$ cat config.mk
export PLATFORM = sky130hd
export DESIGN_NAME = dlb_ctrl
export DESIGN_NICKNAME = d
export VERILOG_FILES = /design/src/dlb_pkg.sv /design/src/dlb_ctrl.sv
export SDC_FILE = /design/constraint.sdc
export NUM_CORES = 1
export LEC_CHECK = 0
export BUFFER_PORTS_ARGS = -buffer_cell sky130_fd_sc_hd__buf_4
export CORE_UTILIZATION = 45
export DETAILED_ROUTE_END_ITERATION = 8
export PLACE_DENSITY = 0.84
export SKIP_CTS_REPAIR_TIMING = 1
export SLEW_MARGIN = 20
export SYNTH_ARGS = -nofsm -noshare
export SYNTH_HDL_FRONTEND = slang
export SYNTH_SLANG_ARGS = --single-unit
$ cat constraint.sdc
create_clock -name clk -period 3.4 [get_ports clk]
set_input_delay 0.17 -clock clk [delete_from_list [all_inputs] [get_ports clk]]
set_output_delay 0.17 -clock clk [all_outputs]
set_load 0.005 [all_outputs]
$ cat src/dlb_pkg.sv
// package for the discrete log core: widths, multiplier operand selects, and the
// command and status structs between controller and datapath
// no dependencies
package dlb_pkg;

  localparam int MOD_BITS    = 20;
  localparam int TABLE_DEPTH = 1024;

  localparam int ADDR_W  = $clog2(TABLE_DEPTH);
  localparam int N_W     = (MOD_BITS + 1) / 2 + 1;
  localparam int CNT_W   = (N_W > ADDR_W + 1) ? N_W : ADDR_W + 1;
  localparam int SQ_W    = MOD_BITS + 2;
  localparam int SQ_TOP  = 2 * ((MOD_BITS - 1) / 2);
  localparam int RED_W   = MOD_BITS + 2;
  localparam int MCNT_W  = $clog2(MOD_BITS + 1);
  localparam int SEL_W   = 3;

  // multiplier operand / destination selects
  localparam logic [SEL_W-1:0] SEL_RED_A     = 3'd0;
  localparam logic [SEL_W-1:0] SEL_RED_B     = 3'd1;
  localparam logic [SEL_W-1:0] SEL_GIANT     = 3'd2;
  localparam logic [SEL_W-1:0] SEL_POWER     = 3'd3;
  localparam logic [SEL_W-1:0] SEL_BABY_CUR  = 3'd4;
  localparam logic [SEL_W-1:0] SEL_BABY_NEXT = 3'd5;

  typedef struct packed {
    logic             load;
    logic             sqrt_start;
    logic             mul_start;
    logic [SEL_W-1:0] mul_sel;
    logic             giant_init;
    logic             power_init;
    logic             baby_init;
    logic             k_clr;
    logic             k_inc;
    logic             tbl_wr;
    logic             i_clr;
    logic             i_inc;
    logic             tbl_rd;
    logic             j_clr;
    logic             j_inc;
    logic             res_set;
    logic             res_found;
    logic             post;
  } dlb_cmd_t;

  typedef struct packed {
    logic m_small;
    logic n_big;
    logic sqrt_busy;
    logic mul_busy;
    logic k_last;
    logic i_last;
    logic j_last;
    logic hit;
    logic ans_ok;
    logic out_free;
  } dlb_stat_t;

endpackage

$ cat src/dlb_ctrl.sv
// controller state machine sequencing root, reductions, table fill and search
// depends on dlb_pkg
module dlb_ctrl (
  input  logic               clk,
  input  logic               rst_n,
  input  logic               in_valid,
  output logic               in_ready,
  input  dlb_pkg::dlb_stat_t stat,
  output dlb_pkg::dlb_cmd_t  cmd
);

  localparam logic [3:0] S_IDLE = 4'd0;
  localparam logic [3:0] S_CHK  = 4'd1;
  localparam logic [3:0] S_SQRT = 4'd2;
  localparam logic [3:0] S_NCHK = 4'd3;
  localparam logic [3:0] S_RA   = 4'd4;
  localparam logic [3:0] S_RB   = 4'd5;
  localparam logic [3:0] S_GL   = 4'd6;
  localparam logic [3:0] S_GW   = 4'd7;
  localparam logic [3:0] S_PL   = 4'd8;
  localparam logic [3:0] S_PW   = 4'd9;
  localparam logic [3:0] S_PWR  = 4'd10;
  localparam logic [3:0] S_BC   = 4'd11;
  localparam logic [3:0] S_SA   = 4'd12;
  localparam logic [3:0] S_SC   = 4'd13;
  localparam logic [3:0] S_BN   = 4'd14;
  localparam logic [3:0] S_FIN  = 4'd15;

  logic [3:0] state_r, state_nxt;

  always_comb begin
    state_nxt = state_r;
    cmd       = '0;
    in_ready  = 1'b0;
    case (state_r)
      S_IDLE: begin
        in_ready = 1'b1;
        if (in_valid) begin
          cmd.load  = 1'b1;
          state_nxt = S_CHK;
        end
      end
      S_CHK: begin
        if (stat.m_small) begin
          cmd.res_set = 1'b1;
          state_nxt   = S_FIN;
        end else begin
          cmd.sqrt_start = 1'b1;
          state_nxt      = S_SQRT;
        end
      end
      S_SQRT: if (!stat.sqrt_busy) state_nxt = S_NCHK;
      S_NCHK: begin
        if (stat.n_big) begin
          cmd.res_set = 1'b1;
          state_nxt   = S_FIN;
        end else begin
          cmd.mul_start = 1'b1;
          cmd.mul_sel   = dlb_pkg::SEL_RED_A;
          state_nxt     = S_RA;
        end
      end
      S_RA: begin
        if (!stat.mul_busy) begin
          cmd.mul_start = 1'b1;
          cmd.mul_sel   = dlb_pkg::SEL_RED_B;
          state_nxt     = S_RB;
        end
      end
      S_RB: begin
        if (!stat.mul_busy) begin
          cmd.giant_init = 1'b1;
          cmd.k_clr      = 1'b1;
          state_nxt      = S_GL;
        end
      end
      S_GL: begin
        cmd.mul_start = 1'b1;
        cmd.mul_sel   = dlb_pkg::SEL_GIANT;
        state_nxt     = S_GW;
      end
      S_GW: begin
        if (!stat.mul_busy) begin
          // k counts giant exponent steps here, n multiplies in all
          if (stat.k_last) begin
            cmd.k_clr      = 1'b1;
            cmd.power_init = 1'b1;
            state_nxt      = S_PL;
          end else begin
            cmd.k_inc = 1'b1;
            state_nxt = S_GL;
          end
        end
      end
      S_PL: begin
        cmd.mul_start = 1'b1;
        cmd.mul_sel   = dlb_pkg::SEL_POWER;
        state_nxt     = S_PW;
      end
      S_PW: if (!stat.mul_busy) state_nxt = S_PWR;
      S_PWR: begin
        cmd.tbl_wr = 1'b1;
        if (stat.k_last) begin
          cmd.baby_init = 1'b1;
          cmd.j_clr     = 1'b1;
          state_nxt     = S_BC;
        end else begin
          state_nxt = S_PL;
        end
      end
      S_BC: begin
        cmd.mul_start = 1'b1;
        cmd.mul_sel   = dlb_pkg::SEL_BABY_CUR;
        cmd.i_clr     = 1'b1;
        state_nxt     = S_SA;
      end
      S_SA: begin
        if (!stat.mul_busy) begin
          cmd.tbl_rd = 1'b1;
          state_nxt  = S_SC;
        end
      end
      S_SC: begin
        if (stat.hit && stat.ans_ok) begin
          cmd.res_set   = 1'b1;
          cmd.res_found = 1'b1;
          state_nxt     = S_FIN;
        end else if (stat.hit || stat.i_last) begin
          // first hit (smallest i) gave no usable exponent, or no i hit: next baby step, or finish after the last
          if (stat.j_last) begin
            cmd.res_set = 1'b1;
            state_nxt   = S_FIN;
          end else begin
            cmd.mul_start = 1'b1;
            cmd.mul_sel   = dlb_pkg::SEL_BABY_NEXT;
            state_nxt     = S_BN;
          end
        end else begin
          cmd.i_inc = 1'b1;
          state_nxt = S_SA;
        end
      end
      S_BN: begin
        if (!stat.mul_busy) begin
          cmd.j_inc = 1'b1;
          state_nxt = S_BC;
        end
      end
      S_FIN: begin
        if (stat.out_free) begin
          cmd.post  = 1'b1;
          state_nxt = S_IDLE;
        end
      end
      default: state_nxt = S_IDLE;
    endcase
  end

  always_ff @(posedge clk) begin
    if (!rst_n) begin
      state_r <= S_IDLE;
    end else begin
      state_r <= state_nxt;
    end
  end

endmodule

* After elaboration in Yosys (flattened, before gate mapping)
Cells that the tools add are included.
** Cells by class
- Add/sub/neg operators :: 0
- Multipliers :: 0
- Divide/modulo/power cells :: 0
- $lt $le $gt $ge :: 0
- Equality and inequality tests :: 24
- Shift operators :: 0
- Multiplexer cells :: 55
- Bitwise logic cells :: 0
- Reduce and logical (&&, ||, !) cells :: 4
** Operators with widths (count)
- 4-bit two-way mux :: 18
- 4-bit one-hot mux with 16 select lines :: 1
- 4-bit == test (second input constant) :: 8
- 1-bit two-way mux :: 30
- 4-bit one-hot mux with 6 select lines :: 1
- 2-bit != test (second input constant) :: 9
- 4-bit by 3-bit == test with 1-bit output (second input constant) :: 4
- 9-bit AND reduction :: 1
- 4-bit by 2-bit == test with 1-bit output (second input constant) :: 2
- 2-bit two-way mux :: 3
- 4-bit by 1-bit == test with 1-bit output (second input constant) :: 1
- 4-bit zero test :: 1
- 1-bit one-hot mux with 3 select lines :: 1
- 1-bit one-hot mux with 2 select lines :: 1
- 1-bit logical AND :: 1
- 1-bit logical OR :: 1
** Storage, ports and cells
- Bits in registers :: 4
- Latch bits :: 0
- Memory bits (writable) :: 0
- Bits in read-only memories :: 0
- Bits of input ports :: 13
- Output and inout bits :: 21
- Logic and storage cells :: 84
- Memories kept :: 0

* Logic depth before layout (Yosys ltp)
Gate-level depths: netlist of run 1.
- Depth in word-level cells :: 4
- Mapped depth :: 6
- Depth with buffers taken out :: 4

* Worst setup path after synthesis of run 1
OpenSTA, ideal clock, no wires.
- Path type :: flip-flop to flip-flop
- Start point :: register state_r[3]
- End point :: register state_r[1]
- Library setup time :: 0.115 ns
- Arrival time :: 1.291 ns
- Data required time :: 3.285 ns
- Path slack :: 1.995 ns
- Stages on the path, launching flop included :: 6
- Buffers on the path :: 1
- Clock period less this slack :: 1.405 ns
- Cells stage by stage :: dfxtp_1 -> buf_6 -> or3_1 -> a211o_1 -> o211a_1 -> o21a_1
** On the way
- Cells in the longest elaborated chain, start to end :: 3
- Elaborated cells between the ends (all ways) :: 27
- Classes of those cells :: eq/ne: 24; mux: 1; reduce/logical: 2
** RTL lines
- from (decl) :: RTL line dlb_ctrl.sv:29 : logic [3:0] state_r, state_nxt;
- from (signal assigned) :: RTL line dlb_ctrl.sv:163 : state_r <= state_nxt;
- 4-bit by 2-bit == test with 1-bit output (tied with other cells) :: RTL line dlb_ctrl.sv:35 : case (state_r)
- 2-bit != test (no source line)
- 9-bit AND reduction (no source line)
Several ways; a longest one is shown, not always the timed one.
A chain may end at the register's enable or synchronous reset.

==> results.py, run 1 <==
metrics = {
    "yosys": {
        "async_flop_share": 0,
        "ys_seq_area_frac": 0.1147,
        "synth_nets": 113,
        "synth-edff-count": 0,
        "yosys_warnings": 0,
        "synth_cell_types": 39,
        "yosysTopAreaCell": "dfxtp_1",
        "synth-main-ff-cell": "dfxtp_1",
        "post_synth_inst_count": 100,
        "synth_area_leaders": "dfxtp_1 11%, nand2_1 5.9%, nor2_1 5.9%",
        "syn_avg_cell_area_um2": 6.982,
        "synth_seq_cells": 4,
        "synth_top_cell_area_share": 0.1147,
        "syn-cell-area_um2": 698.2,
    },
    "placed_design": {
        "place.gp.congestion": 0.8857,
        "pre_cts_ws_ns": 1.435,
        "portBuffers": 33,
        "dp_hpwl_mm": 1.434,
    },
    "pwr": {
        "peakVddDrop_v": 0.0004854,
        "powerDensity_nw_per_um2": 599.3,
        "p_leak_nw": 0.4217,
    },
    "worst_setup_path": {
        "cp-start-kind": "flop",
        "crit_path_max_fanout": 23,
        "cp_top_family": "flip-flops",
        "path_cells": "nand2b_1 > nand2b_1 > a211o_1 > nand3_1 > buf_4",
        "path_buf_inv": 1,
        "crit_path_end_kind": "output pin",
        "critical_path_class": "flop to output pin",
        "worstPathArrival_ns": 2.08,
        "cp_common_cell": "nand2b_1",
        "slowest_delay_ns": 0.79,
        "slowest_stage": "dfxtp_1",
        "cp.required_ns": 3.23,
    },
    "clocking": {
        "cts.sinks": 4,
        "htreeDepth": 1,
        "clock_path_buffers": 2,
        "clk_pin_slew_worst_paths_ns": 0.03,
        "root_buffer": "clkbuf_4",
        "clkLatencyLatePin_ns": 0.23,
        "cts_buffers": 3,
        "tritoncts": "yes",
    },
    "finish": {
        "layout-drive-gt1-share": 0.3228,
        "synthToLayoutAreaGrowth_pct": 30.82,
        "largest_register_ffs": 4,
        "layout_commonest_cell": "buf_4",
        "mostFrequentLayoutCells": "33 x buf_4, 11 x nor2_1, 11 x nand2_1",
        "nNetsFinal": 142,
        "largestRegisters": "state_r x4",
        "final_util": 0.6685,
        "regMostFlops": "state_r",
        "n_antenna_cell": 0,
    },
    "floorplanning": {
        "start_util": 0.5110,
        "die_w_um": 41.39,
        "die-area_um2": 1713,
        "rows": 13,
        "die_h_um": 41.39,
        "core_um2": 1366,
        "ioPinCount": 34,
    },
    "timing": {
        "holdWs_ns": 0.2011,
        "setup_tns_ns": 0,
        "setup_slack_ns": 1.150,
        "tightestPinTransition_ns": 0.7633,
        "grt_setup_unrepaired": "no",
        "finClkSkew_ns": 0.001721,
        "hold_viol": 0,
        "period_share": 0.6616,
        "period_minus_slack_ns": 2.250,
        "setup_violations": 0,
        "maxClockFrequency_mhz": 444.5,
        "slew_violations": 0,
        "relSlewSlack": 0.4904,
    },
    "job": {
        "drv_cap": 0,
    },
    "status": {
        "status": "finished, final reports clean",
    },
    "routing": {
        "ant_nets": 0,
        "wire_per_inst_um": 13.31,
        "vias": 823,
        "routed_wl_mm": 1.890,
        "drc": 0,
        "drt-initial-drc-count": 8,
        "via_per_inst": 5.796,
        "first_pass_iters": 4,
    },
    "global_route": {
        "grt_max_degree": 26,
        "grt_pass1_wl_mm": 2.987,
        "overflow": 0,
        "antenna_found_initial": 0,
        "grt_util_all_layers": 0.2630,
        "grt_pass1_vias": 699,
    },
    "worst_hold_path": {
        "hold_path_class": "primary input to flop",
    },
}
==> cells in the mapped netlist, types with 2 or more instances <==
| library cell | count |
|---|---|
| a211o_1 | 3 |
| nor4_1 | 2 |
| or3b_1 | 2 |
| buf_4 | 4 |
| o21ai_0 | 5 |
| and2_1 | 4 |
| a21oi_1 | 5 |
| nor3_1 | 3 |
| buf_6 | 3 |
| nand2_1 | 11 |
| nor2b_1 | 2 |
| a21o_1 | 2 |
| buf_2 | 2 |
| nand2b_1 | 4 |
| nor2_1 | 11 |
| o22ai_1 | 2 |
| inv_1 | 4 |
| or2b_1 | 2 |
| mux2i_1 | 2 |
| nand3_1 | 5 |
| dfxtp_1 | 4 |
==> path summary, 6_finish.rpt <==
check	start	endpoint	slack, ns	cells after the start
max	state_r[2]	cmd[17]	1.15	5
min	rst_n	state_r[1]	0.20	2
max reg2reg	state_r[3]	state_r[0]	1.54	4
min reg2reg	state_r[3]	state_r[3]	0.78	2
==> where the power goes <==
| part | switching [mW] | internal, mW |
|---|---|---|
| combinational | 0.140 | 0.184 |
| sequential | 0.102 | 0.0657 |
| clock | 0.0165 | 0.0393 |
==> logic make-up (layout without fill, tap and decap cells) <==
logic type	after synthesis	count (layout)	synth area share
mux	2	2	0.02867
simple gates	56	56	0.4677
flops	4	4	0.1147
compound gates	25	25	0.2616
buf+inv	13	40	0.1272
==> layout make-up <==
type	instances	area [um^2]
repair buffers	33	247.7
flip-flops and latches	4	80.08
multi-input cells	83	529.3
fillers	123	452.9
inverters	4	15.01
clock buffers	3	22.52
well taps	15	18.77
==> metrics by stage <==
step           std cells  cell area (um^2)  total power, mW
2_1_floorplan        100             698.2           0.4066
3_3_place_gp         139             890.9           0.4775
3_5_place_dp         139             890.9           0.4878
4_1_cts              142             913.4           0.5478
5_1_grt              142             913.4           0.5957
6_report             142             913.4           0.5474
==> per-layer routing <==
layer  global-route usage  up-vias  wire length, um
met5                    0        -                0
met4               0.1452        0                0
met1               0.3035      378              843
met2               0.4023       23              974
li1                     -      422                -
met3               0.1170        0               72
Note: power is estimated with default switching activity, not from simulation.
==> inputs of run 2 (changes only) <==
--- a/config.mk
+++ b/config.mk
@@ -5,10 +5,11 @@
 export SDC_FILE = /design/constraint.sdc
 export NUM_CORES = 1
 export LEC_CHECK = 0
+export ABC_AREA = 1
 export BUFFER_PORTS_ARGS = -buffer_cell sky130_fd_sc_hd__buf_4
-export CORE_UTILIZATION = 45
+export CORE_UTILIZATION = 38
 export DETAILED_ROUTE_END_ITERATION = 8
-export PLACE_DENSITY = 0.84
+export PLACE_DENSITY = 0.79
 export SKIP_CTS_REPAIR_TIMING = 1
 export SLEW_MARGIN = 20
 export SYNTH_ARGS = -nofsm -noshare
==> constraint.sdc (replaced) <==
create_clock -name clk -period 1.9 [get_ports clk]
set_input_delay 0.095 -clock clk [delete_from_list [all_inputs] [get_ports clk]]
set_output_delay 0.095 -clock clk [all_outputs]
set_load 0.005 [all_outputs]
==> results.py, run 2 <==
metrics = {
    "timing": {
        "relSlewSlack": 0.7131,
        "grt_setup_unrepaired": "no",
        "setup_tns_ns": 0,
        "tightestPinTransition_ns": 0.4288,
        "setup_violations": 0,
        "hold_viol": 0,
        "period_share": 0.9074,
        "period_minus_slack_ns": 1.724,
        "slew_violations": 0,
        "maxClockFrequency_mhz": 580.0,
        "finClkSkew_ns": 0.001276,
    },
    "yosys": {
        "ys_seq_area_frac": 0.1328,
        "post_synth_inst_count": 122,
        "ys_top_cells_by_count": "40 x nand2_1, 28 x nor2_1, 17 x inv_1",
        "syn_avg_cell_area_um2": 4.943,
        "synth_seq_cells": 4,
        "yosysTopAreaCell": "nand2_1",
        "yosysMostFrequentCell": "nand2_1",
        "async_flop_share": 0,
        "yosys_warnings": 0,
        "synth-main-ff-cell": "dfxtp_1",
        "synth_nets": 135,
        "synth_top_cell_area_share": 0.2490,
        "synth_cell_types": 20,
        "synth-edff-count": 0,
        "synth_area_leaders": "nand2_1 25%, nor2_1 17%, dfxtp_1 13%",
        "syn-cell-area_um2": 603.1,
    },
    "finish": {
        "n_antenna_cell": 0,
        "regMostFlops": "state_r",
        "largestRegisters": "state_r x4",
        "design_area_um2": 880.8,
        "layout_commonest_cell": "nand2_1",
        "fillers": 154,
        "mostFrequentLayoutCells": "40 x nand2_1, 33 x buf_4, 28 x nor2_1, 17 x inv_1, 12 x nand3_1",
        "seqCellArea_um2": 80.08,
        "synthToLayoutAreaGrowth_pct": 46.06,
        "nNetsFinal": 171,
        "largest_register_ffs": 4,
        "layout-drive-gt1-share": 0.2628,
        "multi_input_area_um2": 446.7,
        "final_util": 0.5916,
    },
    "routing": {
        "via_per_inst": 4.936,
        "vias": 849,
        "routed_wl_mm": 1.800,
        "wire_per_inst_um": 10.47,
        "ant_nets": 0,
        "drc": 0,
        "drt-initial-drc-count": 51,
        "first_pass_iters": 4,
    },
    "floorplanning": {
        "ioPinCount": 34,
        "rows": 14,
        "die_h_um": 41.84,
        "die-area_um2": 1750,
        "start_util": 0.4050,
        "core_um2": 1489,
        "die_w_um": 41.84,
    },
    "worst_setup_path": {
        "crit_path_max_fanout": 6,
        "reg2reg_depth": 9,
        "critical_path_class": "flop to output pin",
        "r2r-start": "state_r[3]",
        "cp-start-kind": "flop",
        "r2r_slack_ns": 0.45,
        "cp.required_ns": 1.80,
        "worstPathArrival_ns": 1.63,
        "r2r-end": "state_r[0]",
        "crit_path_end_kind": "output pin",
        "startpoint": "state_r[2]",
        "worstSetupEndpoint": "cmd[17]",
    },
    "global_route": {
        "grt_pass1_vias": 689,
        "antenna_found_initial": 0,
        "overflow": 0,
        "grt_util_all_layers": 0.1982,
        "grt_max_degree": 9,
        "grt_pass1_wl_mm": 2.766,
    },
    "clocking": {
        "cts.sinks": 4,
        "clkLatencyLatePin_ns": 0.23,
        "tritoncts": "yes",
        "root_buffer": "clkbuf_4",
        "clk_pin_slew_worst_paths_ns": 0.04,
        "clock_path_buffers": 2,
        "cts_buffers": 3,
        "htreeDepth": 1,
    },
    "job": {
        "drv_cap": 0,
    },
    "pwr": {
        "powerDensity_nw_per_um2": 1110,
        "peakVddDrop_v": 0.0008185,
        "p_leak_nw": 0.5369,
    },
    "placed_design": {
        "portBuffers": 33,
        "place.gp.congestion": 1.039,
        "dp_hpwl_mm": 1.465,
        "place_area_um2": 858.3,
    },
    "status": {
        "status": "finished, final reports clean",
    },
    "worst_hold_path": {
        "hold_path_depth": 3,
        "hold_path_class": "primary input to flop",
    },
}
==> run 2: through the flow <==
stage                     total power [mW]  setup WS, ns  hold WS (ns)  std cells
after floorplan                     0.6318        0.6710        0.2154        122
after global placement              0.8609        0.4813        0.3420        169
after detailed placement            0.8631        0.4520        0.3496        169
after CTS                           0.9739        0.1966        0.1058        172
after global routing                 1.062       0.08398        0.1203        172
final                               0.9778        0.1760        0.1127        172
==> run 2: power breakdown <==
part	switching [mW]	total, mW	internal [mW]
Combinational	0.435	0.714	0.279
Clock	0.0323	0.103	0.0705
Sequential	0.0439	0.161	0.117
==> run 2: cell type report <==
class	count	area share
Inverter	17	0.07244
Sequential cell	4	0.09091
Timing Repair Buffer	33	0.2813
Tap cell	16	0.02273
Multi-Input combinational cell	99	0.5071
Clock buffer	3	0.02557
==> run 2: worst min path at each step <==
stage                from    endpoint  slack [ns]
floorplan           rst_n  state_r[3]        0.22
global placement    rst_n  state_r[2]        0.34
detailed placement  rst_n  state_r[3]        0.35
CTS                 rst_n  state_r[3]        0.11
global route        rst_n  state_r[0]        0.12
finish              rst_n  state_r[3]        0.11
==> run 2: cells by family (layout without fill, tap and decap cells) <==
| logic type | Yosys count | after routing | synth area share |
|---|---|---|---|
| AOI/OAI and AO/OA | 4 | 4 | 0.04149 |
| DFF | 4 | 4 | 0.1328 |
| buffers and inverters | 19 | 53 | 0.1266 |
| and+or+nand+nor | 95 | 95 | 0.6992 |
==> run 2: per-layer routing <==
layer,part of all wire,up-vias,track usage
li1,-,448,-
met1,0.45,374,0.2640
met2,0.50,27,0.3375
met3,0.057,0,0
met4,0,0,0.08387
met5,0,-,0
==> run 2: critical path: stages, from the launching register on <==
cell and delay, ns:
dfxtp_1 0.37, inv_1 0.12, nor2_2 0.22, nand2_1 0.09
or2_2 0.30, o31ai_1 0.08, nor2_1 0.06, nand2_1 0.06
buf_4 0.10
